`src/design/icc_pkg.sv`:
```
// Shared types, codes and the microcode program of the impedance current controller.
`timescale 1ns / 1ps

package icc_pkg;

  localparam int CFG_IDX_W  = 3;
  localparam int CFG_DATA_W = 24;

  localparam logic [2:0] OP_FRAME    = 3'd0;
  localparam logic [2:0] OP_TICK     = 3'd1;
  localparam logic [2:0] OP_SETPOINT = 3'd2;
  localparam logic [2:0] OP_ZERO     = 3'd3;
  localparam logic [2:0] OP_ENABLE   = 3'd4;
  localparam logic [2:0] OP_DISABLE  = 3'd5;

  localparam logic [CFG_IDX_W-1:0] REG_FILTER_B     = 3'd0;
  localparam logic [CFG_IDX_W-1:0] REG_FILTER_A     = 3'd1;
  localparam logic [CFG_IDX_W-1:0] REG_STIFFNESS    = 3'd2;
  localparam logic [CFG_IDX_W-1:0] REG_DAMPING      = 3'd3;
  localparam logic [CFG_IDX_W-1:0] REG_CURRENT_LIM  = 3'd4;
  localparam logic [CFG_IDX_W-1:0] REG_CONTROL_WORD = 3'd5;

  localparam logic signed [15:0] FILTER_B_RST  = 16'sd999;
  localparam logic signed [15:0] FILTER_A_RST  = -16'sd30773;
  localparam logic [23:0]        STIFFNESS_RST = 24'd2250;
  localparam logic [23:0]        DAMPING_RST   = 24'd107136;
  localparam logic [14:0]        CUR_LIM_RST   = 15'd5000;
  localparam logic [15:0]        CTRL_WORD_RST = 16'd0;

  localparam logic signed [63:0] BIG40 = 64'sh0000_0100_0000_0000;

  typedef enum logic [1:0] {
    MA_FILT_B = 2'd0,
    MA_FILT_A = 2'd1,
    MA_STIFF  = 2'd2,
    MA_DAMP   = 2'd3
  } mul_a_t;

  typedef enum logic [2:0] {
    MB_VSUM = 3'd0,
    MB_F_HI = 3'd1,
    MB_F_LO = 3'd2,
    MB_ERR  = 3'd3,
    MB_FH   = 3'd4,
    MB_FL   = 3'd5
  } mul_b_t;

  typedef enum logic [2:0] {
    ACC_HOLD       = 3'd0,
    ACC_LOAD_SHL24 = 3'd1,
    ACC_ADD        = 3'd2,
    ACC_SUB        = 3'd3,
    ACC_LOAD       = 3'd4,
    ACC_NEG_SHR15  = 3'd5,
    ACC_SHL15      = 3'd6
  } acc_op_t;

  typedef enum logic [2:0] {
    AUX_NONE   = 3'd0,
    AUX_REL    = 3'd1,
    AUX_VEL    = 3'd2,
    AUX_SUM    = 3'd3,
    AUX_COMMIT = 3'd4,
    AUX_FINISH = 3'd5
  } aux_t;

  localparam int PC_W = 4;
  typedef logic [PC_W-1:0] pc_t;

  localparam pc_t PC_FINISH = pc_t'(10);

  typedef struct packed {
    logic    mul_en;
    mul_a_t  mul_a;
    mul_b_t  mul_b;
    acc_op_t acc_op;
    aux_t    aux;
    logic    jmp_big;
    pc_t     target;
    logic    last;
  } ucode_t;

  function automatic ucode_t uc(input logic mul_en, input mul_a_t ma, input mul_b_t mb,
                                input acc_op_t op, input aux_t aux, input logic jmp,
                                input pc_t tgt, input logic last);
    ucode_t w;
    w.mul_en  = mul_en;
    w.mul_a   = ma;
    w.mul_b   = mb;
    w.acc_op  = op;
    w.aux     = aux;
    w.jmp_big = jmp;
    w.target  = tgt;
    w.last    = last;
    return w;
  endfunction

  // one control word per step of the tick program
  function automatic ucode_t ucode_rom(input pc_t pc);
    ucode_t w;
    unique case (pc)
      pc_t'(0):  w = uc(1'b1, MA_FILT_A, MB_F_HI, ACC_HOLD,       AUX_REL,    1'b0, '0, 1'b0);
      pc_t'(1):  w = uc(1'b1, MA_FILT_A, MB_F_LO, ACC_LOAD_SHL24, AUX_VEL,    1'b0, '0, 1'b0);
      pc_t'(2):  w = uc(1'b0, MA_FILT_B, MB_VSUM, ACC_ADD,        AUX_SUM,    1'b0, '0, 1'b0);
      pc_t'(3):  w = uc(1'b1, MA_FILT_B, MB_VSUM, ACC_NEG_SHR15,  AUX_NONE,   1'b0, '0, 1'b0);
      pc_t'(4):  w = uc(1'b0, MA_FILT_B, MB_VSUM, ACC_ADD,        AUX_NONE,   1'b0, '0, 1'b0);
      pc_t'(5):  w = uc(1'b1, MA_STIFF,  MB_ERR,  ACC_HOLD,       AUX_COMMIT, 1'b0, '0, 1'b0);
      pc_t'(6):  w = uc(1'b1, MA_DAMP,   MB_FH,   ACC_LOAD,       AUX_NONE,   1'b0, '0, 1'b0);
      pc_t'(7):  w = uc(1'b1, MA_DAMP,   MB_FL,   ACC_SUB,        AUX_NONE,   1'b0, '0, 1'b0);
      pc_t'(8):  w = uc(1'b0, MA_DAMP,   MB_FL,   ACC_SHL15,      AUX_NONE,   1'b1,
                        PC_FINISH, 1'b0);
      pc_t'(9):  w = uc(1'b0, MA_DAMP,   MB_FL,   ACC_SUB,        AUX_NONE,   1'b0, '0, 1'b0);
      PC_FINISH: w = uc(1'b0, MA_DAMP,   MB_FL,   ACC_HOLD,       AUX_FINISH, 1'b0, '0, 1'b1);
      default:   w = uc(1'b0, MA_DAMP,   MB_FL,   ACC_HOLD,       AUX_NONE,   1'b0, '0, 1'b1);
    endcase
    return w;
  endfunction

endpackage

```
`src/design/icc_if.sv`:
```
// Valid/ready channel interfaces for event input and current command output.
`timescale 1ns / 1ps

interface icc_in_if;
  logic              valid;
  logic              ready;
  logic [2:0]        opcode;
  logic signed [31:0] raw_position;
  logic [15:0]       drive_status;
  logic signed [31:0] target_position;

  modport source (output valid, output opcode, output raw_position, output drive_status,
                  output target_position, input ready);
  modport sink (input valid, input opcode, input raw_position, input drive_status,
                input target_position, output ready);
endinterface

interface icc_out_if;
  logic              valid;
  logic              ready;
  logic signed [15:0] current_command;
  logic [15:0]       control_word_out;
  logic              fault_seen;
  logic              control_active;

  modport source (output valid, output current_command, output control_word_out,
                  output fault_seen, output control_active, input ready);
  modport sink (input valid, input current_command, input control_word_out,
                input fault_seen, input control_active, output ready);
endinterface

```
`src/design/icc_seq.sv`:
```
// Microcode sequencer: step counter, program ROM and conditional jump.
`timescale 1ns / 1ps

module icc_seq
  import icc_pkg::*;
(
  input  logic   clk,
  input  logic   rst,
  input  logic   start,
  input  logic   big,
  input  logic   hold,
  output ucode_t cw,
  output logic   busy,
  output logic   fire
);

  pc_t  pc;
  pc_t  pc_next;
  logic busy_next;

  assign cw   = ucode_rom(pc);
  assign fire = busy && !(cw.last && hold);

  always_comb begin
    pc_next   = pc;
    busy_next = busy;
    if (!busy) begin
      if (start) begin
        busy_next = 1'b1;
        pc_next   = '0;
      end
    end else if (cw.last) begin
      if (!hold) begin
        busy_next = 1'b0;
      end
    end else if (cw.jmp_big && big) begin
      pc_next = cw.target;
    end else begin
      pc_next = pc + pc_t'(1);
    end
  end

  always_ff @(posedge clk) begin
    if (rst) begin
      busy <= 1'b0;
      pc   <= '0;
    end else begin
      busy <= busy_next;
      pc   <= pc_next;
    end
  end

endmodule

```
`src/design/impedance_current_controller_core.sv`:
```
// Top level of the impedance current controller: event handling and tick datapath.
`timescale 1ns / 1ps
//
// Events arrive on in_ch (valid/ready); a transaction is taken when both are high.
// Frame, setpoint, zero capture, enable and disable take effect at the accepting
// edge and give no result; opcodes 6 and 7 are dropped.
// A tick runs an 11-step microcode program on one shared 25x34 multiplier and a
// 64-bit accumulator (10 steps when the law saturates). in_ch.ready is low while
// it runs; out_ch.valid rises at the edge that ends the last step, and in_ch.ready
// returns high at that same edge.
// The result sits in an output register until taken on out_ch; new events are
// still accepted meanwhile. If a further tick finishes while that register is
// still held, the program waits on its last step until out_ch.ready.
// The user writes registers through cfg_we/cfg_index/cfg_data only while idle; the block does not enforce it.
// rst (synchronous) restores register defaults, clears the event latches and the
// filter history, turns control off, idles the sequencer and empties the output register.
//
module impedance_current_controller_core
  import icc_pkg::*;
(
  input  logic                  clk,
  input  logic                  rst,
  icc_in_if.sink                in_ch,
  icc_out_if.source             out_ch,
  input  logic                  cfg_we,
  input  logic [CFG_IDX_W-1:0]  cfg_index,
  input  logic [CFG_DATA_W-1:0] cfg_data
);

  logic signed [15:0] filter_b;
  logic signed [15:0] filter_a;
  logic [23:0]        stiffness_gain;
  logic [23:0]        damping_gain;
  logic [14:0]        current_limit;
  logic [15:0]        drive_control_word;

  logic signed [31:0] position_now;
  logic signed [31:0] position_before;
  logic signed [32:0] velocity_before;
  logic signed [47:0] filtered_before;
  logic signed [31:0] zero_offset;
  logic [15:0]        status_latch;
  logic signed [31:0] setpoint_latch;
  logic               active_flag;

  logic signed [31:0] rel_r;
  logic signed [32:0] vel_r;
  logic signed [32:0] err_r;
  logic signed [33:0] vsum_r;

  logic signed [24:0] mul_a;
  logic signed [33:0] mul_b;
  logic signed [58:0] prod;
  logic signed [63:0] prod64;
  logic signed [63:0] acc;
  logic               big_pos;
  logic               big_neg;
  logic               big_pos_now;
  logic               big_neg_now;
  logic [47:0]        filt_sat;

  logic               out_valid;
  logic signed [15:0] cur_q;
  logic [15:0]        ctrl_q;
  logic               fault_q;
  logic               active_q;

  logic               accept;
  logic               start;
  logic               busy;
  logic               fire;
  logic               hold;
  ucode_t             cw;

  logic               fault;
  logic               active_next;
  logic signed [41:0] cur_raw;
  logic signed [41:0] lim42;
  logic signed [15:0] cur_next;

  assign accept = in_ch.valid && in_ch.ready;
  assign start  = accept && (in_ch.opcode == OP_TICK);
  assign hold   = out_valid && !out_ch.ready;
  assign in_ch.ready = !busy;

  icc_seq u_seq (
    .clk   (clk),
    .rst   (rst),
    .start (start),
    .big   (big_pos_now || big_neg_now),
    .hold  (hold),
    .cw    (cw),
    .busy  (busy),
    .fire  (fire)
  );

  always_ff @(posedge clk) begin
    if (rst) begin
      filter_b           <= FILTER_B_RST;
      filter_a           <= FILTER_A_RST;
      stiffness_gain     <= STIFFNESS_RST;
      damping_gain       <= DAMPING_RST;
      current_limit      <= CUR_LIM_RST;
      drive_control_word <= CTRL_WORD_RST;
    end else if (cfg_we) begin
      unique case (cfg_index)
        REG_FILTER_B:     filter_b           <= cfg_data[15:0];
        REG_FILTER_A:     filter_a           <= cfg_data[15:0];
        REG_STIFFNESS:    stiffness_gain     <= cfg_data[23:0];
        REG_DAMPING:      damping_gain       <= cfg_data[23:0];
        REG_CURRENT_LIM:  current_limit      <= cfg_data[14:0];
        REG_CONTROL_WORD: drive_control_word <= cfg_data[15:0];
        default: ;
      endcase
    end
  end

  // shared multiplier operands
  always_comb begin
    unique case (cw.mul_a)
      MA_FILT_B: mul_a = {{9{filter_b[15]}}, filter_b};
      MA_FILT_A: mul_a = {{9{filter_a[15]}}, filter_a};
      MA_STIFF:  mul_a = {1'b0, stiffness_gain};
      MA_DAMP:   mul_a = {1'b0, damping_gain};
      default:   mul_a = '0;
    endcase
  end

  always_comb begin
    unique case (cw.mul_b)
      MB_VSUM: mul_b = vsum_r;
      MB_F_HI: mul_b = {{10{filtered_before[47]}}, filtered_before[47:24]};
      MB_F_LO: mul_b = {10'b0, filtered_before[23:0]};
      MB_ERR:  mul_b = {err_r[32], err_r};
      MB_FH:   mul_b = {filtered_before[47], filtered_before[47:15]};
      MB_FL:   mul_b = {19'b0, filtered_before[14:0]};
      default: mul_b = '0;
    endcase
  end

  assign prod64      = {{5{prod[58]}}, prod};
  assign big_pos_now = acc > BIG40;
  assign big_neg_now = acc < -BIG40;
  assign filt_sat    = (acc[63:47] == {17{acc[47]}}) ? acc[47:0] :
                       (acc[63] ? {1'b1, 47'b0} : {1'b0, {47{1'b1}}});

  always_ff @(posedge clk) begin
    if (fire && cw.mul_en) begin
      prod <= mul_a * mul_b;
    end
    if (fire) begin
      unique case (cw.acc_op)
        ACC_HOLD:       acc <= acc;
        ACC_LOAD_SHL24: acc <= prod64 <<< 24;
        ACC_ADD:        acc <= acc + prod64;
        ACC_SUB:        acc <= acc - prod64;
        ACC_LOAD:       acc <= prod64;
        ACC_NEG_SHR15:  acc <= -(acc >>> 15);
        ACC_SHL15: begin
          acc     <= acc <<< 15;
          big_pos <= big_pos_now;
          big_neg <= big_neg_now;
        end
        default:        acc <= acc;
      endcase
    end
  end

  // current from the scaled law, rounded toward zero, then forced and clamped
  assign fault       = status_latch[3];
  assign active_next = active_flag && !fault;
  assign cur_raw     = {acc[63], acc[63:23]} + 42'(acc[63] && (acc[22:0] != '0));
  assign lim42       = {27'b0, current_limit};

  always_comb begin
    priority if (!active_next) begin
      cur_next = '0;
    end else if (big_pos || (!big_neg && cur_raw > lim42)) begin
      cur_next = {1'b0, current_limit};
    end else if (big_neg || cur_raw < -lim42) begin
      cur_next = -{1'b0, current_limit};
    end else begin
      cur_next = cur_raw[15:0];
    end
  end

  always_ff @(posedge clk) begin
    if (fire) begin
      unique case (cw.aux)
        AUX_REL: rel_r <= position_now - zero_offset;
        AUX_VEL: begin
          vel_r <= {rel_r[31], rel_r} - {position_before[31], position_before};
          err_r <= {setpoint_latch[31], setpoint_latch} - {rel_r[31], rel_r};
        end
        AUX_SUM: vsum_r <= {vel_r[32], vel_r} + {velocity_before[32], velocity_before};
        default: ;
      endcase
    end
    if (fire && cw.aux == AUX_FINISH) begin
      cur_q    <= cur_next;
      ctrl_q   <= drive_control_word;
      fault_q  <= fault;
      active_q <= active_next;
    end
  end

  always_ff @(posedge clk) begin
    if (rst) begin
      position_now    <= '0;
      position_before <= '0;
      velocity_before <= '0;
      filtered_before <= '0;
      zero_offset     <= '0;
      status_latch    <= '0;
      setpoint_latch  <= '0;
      active_flag     <= 1'b0;
      out_valid       <= 1'b0;
    end else begin
      if (accept) begin
        unique case (in_ch.opcode)
          OP_FRAME: begin
            position_now <= in_ch.raw_position;
            status_latch <= in_ch.drive_status;
          end
          OP_SETPOINT: setpoint_latch <= in_ch.target_position;
          OP_ZERO:     zero_offset    <= position_now;
          OP_ENABLE:   active_flag    <= 1'b1;
          OP_DISABLE:  active_flag    <= 1'b0;
          default: ;
        endcase
      end
      if (fire && cw.aux == AUX_COMMIT) begin
        filtered_before <= filt_sat;
        velocity_before <= vel_r;
        position_before <= rel_r;
      end
      if (fire && cw.aux == AUX_FINISH) begin
        active_flag <= active_next;
        out_valid   <= 1'b1;
      end else if (out_ch.ready) begin
        out_valid <= 1'b0;
      end
    end
  end

  assign out_ch.valid            = out_valid;
  assign out_ch.current_command  = cur_q;
  assign out_ch.control_word_out = ctrl_q;
  assign out_ch.fault_seen       = fault_q;
  assign out_ch.control_active   = active_q;

endmodule

```
`src/flat_wrapper.sv`:
```
// flat-port wrapper written by rule: the top's interface ports become plain ports
module impedance_current_controller_core_flat import icc_pkg::*;
  (clk, rst, cfg_we, cfg_index, cfg_data, in_ch_valid, in_ch_opcode, in_ch_raw_position, in_ch_drive_status, in_ch_target_position, in_ch_ready, out_ch_valid, out_ch_current_command, out_ch_control_word_out, out_ch_fault_seen, out_ch_control_active, out_ch_ready);
  icc_in_if in_ch_i ();
  icc_out_if out_ch_i ();
  input  logic clk;
  input  logic rst;
  input  logic cfg_we;
  input  logic [CFG_IDX_W-1:0] cfg_index;
  input  logic [CFG_DATA_W-1:0] cfg_data;
  input wire logic [$bits(in_ch_i.valid)-1:0] in_ch_valid;
  input wire logic [$bits(in_ch_i.opcode)-1:0] in_ch_opcode;
  input wire logic [$bits(in_ch_i.raw_position)-1:0] in_ch_raw_position;
  input wire logic [$bits(in_ch_i.drive_status)-1:0] in_ch_drive_status;
  input wire logic [$bits(in_ch_i.target_position)-1:0] in_ch_target_position;
  output wire logic [$bits(in_ch_i.ready)-1:0] in_ch_ready;
  output wire logic [$bits(out_ch_i.valid)-1:0] out_ch_valid;
  output wire logic [$bits(out_ch_i.current_command)-1:0] out_ch_current_command;
  output wire logic [$bits(out_ch_i.control_word_out)-1:0] out_ch_control_word_out;
  output wire logic [$bits(out_ch_i.fault_seen)-1:0] out_ch_fault_seen;
  output wire logic [$bits(out_ch_i.control_active)-1:0] out_ch_control_active;
  input wire logic [$bits(out_ch_i.ready)-1:0] out_ch_ready;
  assign in_ch_i.valid = in_ch_valid;
  assign in_ch_i.opcode = in_ch_opcode;
  assign in_ch_i.raw_position = in_ch_raw_position;
  assign in_ch_i.drive_status = in_ch_drive_status;
  assign in_ch_i.target_position = in_ch_target_position;
  assign in_ch_ready = in_ch_i.ready;
  assign out_ch_valid = out_ch_i.valid;
  assign out_ch_current_command = out_ch_i.current_command;
  assign out_ch_control_word_out = out_ch_i.control_word_out;
  assign out_ch_fault_seen = out_ch_i.fault_seen;
  assign out_ch_control_active = out_ch_i.control_active;
  assign out_ch_i.ready = out_ch_ready;
  impedance_current_controller_core u_core (.clk(clk), .rst(rst), .in_ch(in_ch_i), .out_ch(out_ch_i), .cfg_we(cfg_we), .cfg_index(cfg_index), .cfg_data(cfg_data));
endmodule
```
`config.mk`:
```
export PLATFORM = sky130hd
export DESIGN_NAME = impedance_current_controller_core_flat
export DESIGN_NICKNAME = d
export VERILOG_FILES = /design/src/design/icc_pkg.sv /design/src/design/icc_if.sv /design/src/design/icc_seq.sv /design/src/design/impedance_current_controller_core.sv /design/src/flat_wrapper.sv
export SDC_FILE = /design/constraint.sdc
export NUM_CORES = 2
export LEC_CHECK = 0
export BUFFER_PORTS_ARGS = -buffer_cell sky130_fd_sc_hd__buf_2
export CAP_MARGIN = 20
export CELL_PAD_IN_SITES_DETAIL_PLACEMENT = 1
export CELL_PAD_IN_SITES_GLOBAL_PLACEMENT = 1
export CORE_MARGIN = 3
export CORE_UTILIZATION = 51
export CTS_CLUSTER_SIZE = 14
export DETAILED_ROUTE_END_ITERATION = 10
export PLACE_DENSITY = 0.84
export SLEW_MARGIN = 20
export SYNTH_ARGS = -nofsm -noshare
export SYNTH_HDL_FRONTEND = slang
export SYNTH_SLANG_ARGS = --single-unit
```
`constraint.sdc`:
```
create_clock -name clk -period 11 [get_ports clk]
set_input_delay 1.1 -clock clk [delete_from_list [all_inputs] [get_ports clk]]
set_output_delay 1.1 -clock clk [all_outputs]
set_load 0.02 [all_outputs]
```
Word-level counts from Yosys, hierarchy flattened
Memories as Yosys holds them, arrays and structs flattened. A register that Yosys moved wholly into a read port is not among the register bits.
Index checks and enable logic that the tools add are counted.
{"block": "totals", "mem_bits_ro": 256, "wordCells": 148, "memories": 1, "regBits": 622, "input_bits": 115}
{"block": "classes", "n_bitwise": 1, "reduce_logical": 47, "multipliers": 1, "mux": 22, "n_lt_le_gt_ge": 4, "addsub": 11, "n_eq_ne": 31}
{"memory": "(no name shown)", "words": 16, "word_bits": 16, "read_ports": 1, "rd_clocked_by_memory_dff": 1, "wr": 0, "line": "icc_pkg.sv:101", "text": "unique case (pc)"}
{"op": "one-hot mux 64 bit (6 select lines)", "n": 1}
{"op": "one-hot mux 34 bit (6 select lines)", "n": 1}
{"op": "one-hot mux 25 bit (4 select lines)", "n": 1}
{"op": "2-to-1 mux 48 bit", "n": 2}
{"op": "subtractor 32 x 32 -> 33 bit", "n": 2}
{"op": "adder 64 x 59 -> 64 bit", "n": 1}
{"op": "> comparator 64 x 42 -> 1 bit (second input constant)", "n": 1}
{"op": "less-than comparator 64 x 41 -> 1 bit (second input constant)", "n": 1}
{"op": "negation 49 -> 64 bit", "n": 1}
{"op": "subtractor 64 x 59 -> 64 bit", "n": 1}
{"op": "multiplier 25 x 34 -> 59 bit", "n": 1}
{"op": "adder 41 x 2 -> 42 bit", "n": 1}
{"op": "> comparator 42 x 16 -> 1 bit", "n": 1}
{"op": "less-than comparator 42 bit", "n": 1}
{"op": "negation 15 -> 42 bit", "n": 1}
{"op": "adder 33 x 33 -> 34 bit", "n": 1}
{"op": "== test 3 bit (second input constant)", "n": 11}
{"op": "AND reduction 2 bit", "n": 16}
{"op": "subtractor 32 bit", "n": 1}
{"op": "== test 3 x 2 -> 1 bit (second input constant)", "n": 10}
{"op": "2-to-1 mux 4 bit", "n": 6}
{"op": "nonzero test 23 bit", "n": 1}
{"op": "== test 16 bit", "n": 1}
{"op": "2-to-1 mux 16 bit", "n": 1}
{"op": "other kinds (19)", "n": 52}

Depth between registers and ports, before layout
{"block": "depth", "word_depth": 8, "depth_mapped": 35, "ltp_nobuf": 31}

Modules after synthesis
From an unflattened synthesis, not the netlist that was laid out.
{"block": "unflattened", "cells_unflattened": 8066, "area_unflattened_um2": 69872.0}
{"mod": "impedance_current_controller_core", "area_per_inst_um2": 68801.0, "cells_each": 7962, "n_inst": 1}
{"mod": "icc_seq", "area_per_inst_um2": 1071.0, "cells_each": 104, "n_inst": 1}

Least setup slack after synthesis
Ideal clock, no wire load.
{"block": "synth_path", "path_kind": "register to register", "start": "register u_core.u_seq.cw[15] (netlist name)", "end": "register u_core.prod[58] (data pin)", "arrival_time_ps": 8550, "period_less_slack_ps": 8810, "path_slack_ps": 2190, "stages_incl_launch_ff": 30, "path_cell_list": "dfxtp_1 > buf_1 > clkbuf_1 > buf_1 > nand2_1 > o21ai_1 > clkbuf_1 > nor2_1 > fa_1 > fa_1 > fa_1 > fa_1 > inv_1 > fa_1 > inv_1 > fa_1 > inv_1 > fa_1 > inv_1 > ha_1 > a21o_1 > a21o_1 > a21o_1 > a21o_1 > a21oi_1 > o21a_1 > a31oi_1 > a221o_1 > a21oi_1 > xnor2_1"}
{"block": "synth_between", "elab_chain_cells": 3}
{"element": "== test 2 bit, or another cell as far along", "line": "impedance_current_controller_core.sv:120", "text": "unique case (cw.mul_a)"}
{"element": "one-hot mux 25 bit (4 select lines) *", "line": "impedance_current_controller_core.sv:120"}
{"element": "multiplier 25 x 34 -> 59 bit *", "line": "impedance_current_controller_core.sv:149", "text": "prod <= mul_a * mul_b;"}
{"element": "end signal, assigned", "line": "impedance_current_controller_core.sv:149"}
{"element": "end, declared", "line": "impedance_current_controller_core.sv:53", "text": "logic signed [58:0] prod;"}
Mark *: on every way between the ends. The rest lies on a longest branch, timed or not.
A chain may end at the register's enable or synchronous reset.

Worst setup path in the final report
{"block": "layout_path", "start": "register u_core.u_seq.cw[13] (netlist name)", "end": "register u_core.prod[57] (data pin)"}
{"block": "layout_between", "elab_chain_cells": 3}
{"element": "== test 3 bit, or another cell as far along", "line": "impedance_current_controller_core.sv:130", "text": "unique case (cw.mul_b)"}
{"element": "one-hot mux 34 bit (6 select lines) *", "line": "impedance_current_controller_core.sv:130"}
{"element": "multiplier 25 x 34 -> 59 bit *", "line": "impedance_current_controller_core.sv:149"}
Marked as above.

==> results <==
- The HPWL after detailed placement is 207 mm.
- The netlist uses 95 different library cells.
- In the layout the commonest cells are nand2_1, inv_1, fa_1, a21oi_1, nor2_1.
- Using the TritonRoute via totals, the vias-per-cell ratio works out to 6.20.
- Among all flip-flop cells after synthesis, the most frequent one is dfxtp_1.
- For this run, the total global-route usage over all layers was measured as 0.371.
- In this run the worst setup path terminates at u_core.prod[57].
- The number of max-slew violations in the final report was 0.
- The async set-reset flop share out of synthesis is 0.
- The most common cell after layout, fill and taps aside is nand2_1.
- For the final routed database, the setup TNS stands at 0 ns.
- The count of endpoints failing hold in the final timing report is 0.
- At the worst endpoint, the required time is 11.38 ns.
- The final weighted congestion of routability-driven global placement is 1.01.
- Of the total power, the clock network draws 0.166.
- The element type at the critical path start is a register.
- The critical path arrival is 10.64 ns.
- The critical path endpoint category is a register.
- The top fanout value on the critical path is 24.
- The netlist area before placement is 68,700 µm².
- For this configuration, the core starts out at a cell density of 0.514.
- The first TritonRoute pass finished after 8 iterations.
- The pin count of the biggest net entering global routing is 107.
- Clock skew on the completed layout was measured at 0.0318 ns.
- The number of fillers in the final layout is 15,700.
- Max-cap violations in this run came to 0.
- The gate count after technology mapping is 7,984.
- Setup violations remaining at the end of the flow were counted as 0.
- The fraction of power spent switching nets is 0.475.
- Setup repair after global routing left no endpoint under its margin.
- The type of the tightest min-delay check is register to register.
- Of the available clock period, the critical path in the final layout requires 0.933.
- The number of nets in the synthesized netlist is 9,392.
- The number of rows created at floorplan is 134.
- The clock transition at the registers of the reported paths is 0.07 ns.
- The floorplan step defined a die boundary enclosing 139,000 µm².
- The total detailed-routing wirelength is 263 mm.
- The worst flop-to-flop path endpoint is u_core.prod[57].
- The total power density per cell area is 187 nW/µm².
- The first-pass GRT wire length is 395 mm.
- At the pin with the least slew margin, the transition time is 1.16 ns.
- The time the final worst path needs with I/O delays and setup is 10.26 ns.
- The residual antenna-violating net count after detailed routing is 0.
- The post-detailed-route wirelength per cell is 26.8 µm.
- 151 I/O pins were placed.
- The count of nets after finishing is 9,366.
- For this design the total switching power over the nets is 6.54 mW.
- In this run the post-CTS setup repair buffer count came out at 0.
- The worst slew slack as a fraction of its limit is 0.229.
- Clock latency on the worst-skew pair, taken at its later pin, is 0.64 ns.
- The final route contains 60,700 vias.
- The total overflow left after global routing is 0.
- The achievable frequency is 97.5 MHz.
- In this run, synthesis inferred 291 flip-flops with an integrated enable.
- The total DRC errors in the routed layout is 0.
- TritonCTS built the clock tree.
- Excluding fillers, the count of instances in the completed layout stands at 9,793.
- The hold buffer count at CTS is 0.
- The number of global-route vias before repair came to 65,000.
- The combinational share of power is 0.615.
- The critical path is of the register to register type.
- The total chip power is 13.8 mW.
- The internal reg-to-reg setup slack is 0.74 ns.
- The H-tree depth reported by CTS is 3.
- The die is 373 µm wide.
- The floorplan core area is 134,000 µm².
- The root buffer cell is clkbuf_16.
- The most critical setup path has its startpoint at u_core.u_seq.cw[13].
- For this run, the number of Yosys warnings is 0.
- The floorplan die height is 373 µm.
- The reg-to-reg critical path startpoint is u_core.u_seq.cw[13].
- The run finished with clean final reports.
- The largest voltage drop on the vdd net is 0.237 mV.
- The post-cts resize count is 0.
- The clock drives 633 sinks.
- Counting flops and latches in the post-synthesis netlist gives 633.
- Of the cells placed in the final design, the portion with a size suffix greater than 1 is 0.0682.
- The analysis attributes to cell leakage a power of 32.9 nW.
- The initial antenna violation count is 20.
- The number of port buffers is 135.
- The number of placed instances, taps included, is 9,657.
- The average size of a mapped cell is 8.61 µm².
- The sequential power share is 0.219.
- The detailed router's first-iteration violation count is 4,883.
- TritonCTS created 67 clock buffers.
- The maximum buffer depth of the clock tree is 3.
- From synthesis to final layout, the design area changed by 7.36%.
- Counting cells, the worst reg-to-reg path comes to 26.
- The portion of the post-synthesis area used by sequential elements is 0.227.
- Cell internal power was estimated by the tool at 7.24 mW.
==> critical path, cell delays in order, from the launching register on <==
cell	delay [ns]
dfxtp_1	0.66
and3b_1	0.82
nand2_1	0.23
o21a_1	0.40
nor2_1	0.43
fa_1	0.57
fa_1	0.92
fa_1	0.54
fa_1	0.54
fa_1	0.45
fa_1	0.55
inv_1	0.05
fa_1	0.60
inv_1	0.06
ha_1	0.38
nand3_1	0.37
nor2_1	0.26
nand4_1	0.17
a2111o_1	0.31
o21bai_1	0.40
a31o_2	0.34
nand2b_1	0.20
o21ai_0	0.24
buf_4	0.18
a21o_1	0.13
and3_1	0.16
nor2_1	0.05
==> routing by layer <==
layer	global-route usage	vias up	wire, µm
li1	-	26100	-
met1	0.437	30700	94900
met2	0.600	2999	121000
met3	0.101	989	26500
met4	0.239	12	20500
met5	0	-	126
==> metrics by stage <==
| step | util | setup WS [ns] | area, µm² | hold slack, ns |
|---|---|---|---|---|
| 2_1_floorplan | - | 2.19 | 68700 | 0.408 |
| 3_3_place_gp | 0.536 | 1.31 | 71600 | 0.413 |
| 3_5_place_dp | 0.536 | 1.07 | 71600 | 0.418 |
| 4_1_cts | 0.552 | 1.04 | 73800 | 0.429 |
| 5_1_grt | 0.552 | 0.430 | 73800 | 0.435 |
| 6_report | 0.552 | 0.742 | 73800 | 0.431 |
==> power by group through the flow <==
stage / Clock [mW] / Combinational, mW / Sequential (mW)
4_1_cts: 2.31 / 8.36 / 2.99
3_5_place_dp: 0 / 8.30 / 3.04
2_1_floorplan: 0 / 5.21 / 2.88
5_1_grt: 2.39 / 9.14 / 3.00
6_report: 2.29 / 8.48 / 3.02
3_3_place_gp: 0 / 7.97 / 3.04
==> synth_stat cells, drive strengths merged, types with 14 or more instances <==
master | n | area share
nand2 | 1279 | 0.070
inv | 1094 | 0.060
fa | 870 | 0.25
nor2 | 671 | 0.037
a21oi | 661 | 0.048
ha | 423 | 0.077
clkbuf | 369 | 0.020
dfxtp | 342 | 0.10
edfxtp | 291 | 0.13
xnor2 | 266 | 0.034
o21ai | 260 | 0.019
a21o | 131 | 0.014
xor2 | 117 | 0.015
nand3 | 102 | 0.0075
nor3 | 81 | 0.0062
nand4 | 65 | 0.0062
o21a | 64 | 0.0070
nand2b | 62 | 0.0056
and3 | 55 | 0.0050
o22ai | 53 | 0.0048
nor2b | 51 | 0.0046
mux2i | 43 | 0.0063
nor4 | 42 | 0.0042
buf | 39 | 0.0028
and2 | 38 | 0.0035
a211oi | 36 | 0.0039
a31oi | 34 | 0.0031
o21bai | 34 | 0.0037
o31ai | 31 | 0.0036
mux2 | 30 | 0.0049
o211ai | 30 | 0.0033
a22oi | 29 | 0.0032
and4 | 27 | 0.0035
or3 | 23 | 0.0021
or2 | 22 | 0.0020
a221oi | 20 | 0.0025
a31o | 16 | 0.0020
a211o | 14 | 0.0018
o31a | 14 | 0.0018
==> state kept, by name (all words and copies together), names as in the netlist, 33 cells and up <==
register                cells
u_core.err_r               33
u_core.velocity_before     33
u_core.vsum_r              34
u_core.acc                 64
u_core.filtered_before     48
u_core.vel_r               33
u_core.prod                59
==> cell type report <==
class | instances | area [µm²] | share of cell area
antenna | 14 | 35.0 | 0.000475
clock inverter | 36 | 325 | 0.00441
clock buffer | 86 | 1790 | 0.0242
multi-input combinational | 5847 | 47700 | 0.646
tap | 1768 | 2210 | 0.0300
sequential | 633 | 15600 | 0.211
inverter | 1096 | 4110 | 0.0557
timing repair buffer | 313 | 2080 | 0.0282
==> cells by family after synthesis <==
family | share of synthesized area
AND/OR/NAND/NOR | 0.161
AO/OA/AOI/OAI | 0.137
buffers and inverters | 0.0828
adder cells (fa/ha/maj) | 0.330
flip-flops | 0.227
XOR/XNOR | 0.0488
multiplexers | 0.0135
==> worst min-delay path by stage <==
stage                                    endpoint  depth (start not counted)  slack (ns)                     startpoint
2_1_floorplan   u_core.out_ch.control_word_out[0]                          0        0.41   u_core.drive_control_word[0]
6_report       u_core.out_ch.control_word_out[12]                          0        0.43  u_core.drive_control_word[12]
4_1_cts         u_core.out_ch.control_word_out[9]                          0        0.43   u_core.drive_control_word[9]
3_5_place_dp   u_core.out_ch.control_word_out[14]                          0        0.42  u_core.drive_control_word[14]
5_1_grt        u_core.out_ch.control_word_out[12]                          0        0.44  u_core.drive_control_word[12]
3_3_place_gp    u_core.out_ch.control_word_out[3]                          0        0.41   u_core.drive_control_word[3]
(Power assumes the default switching activity.)
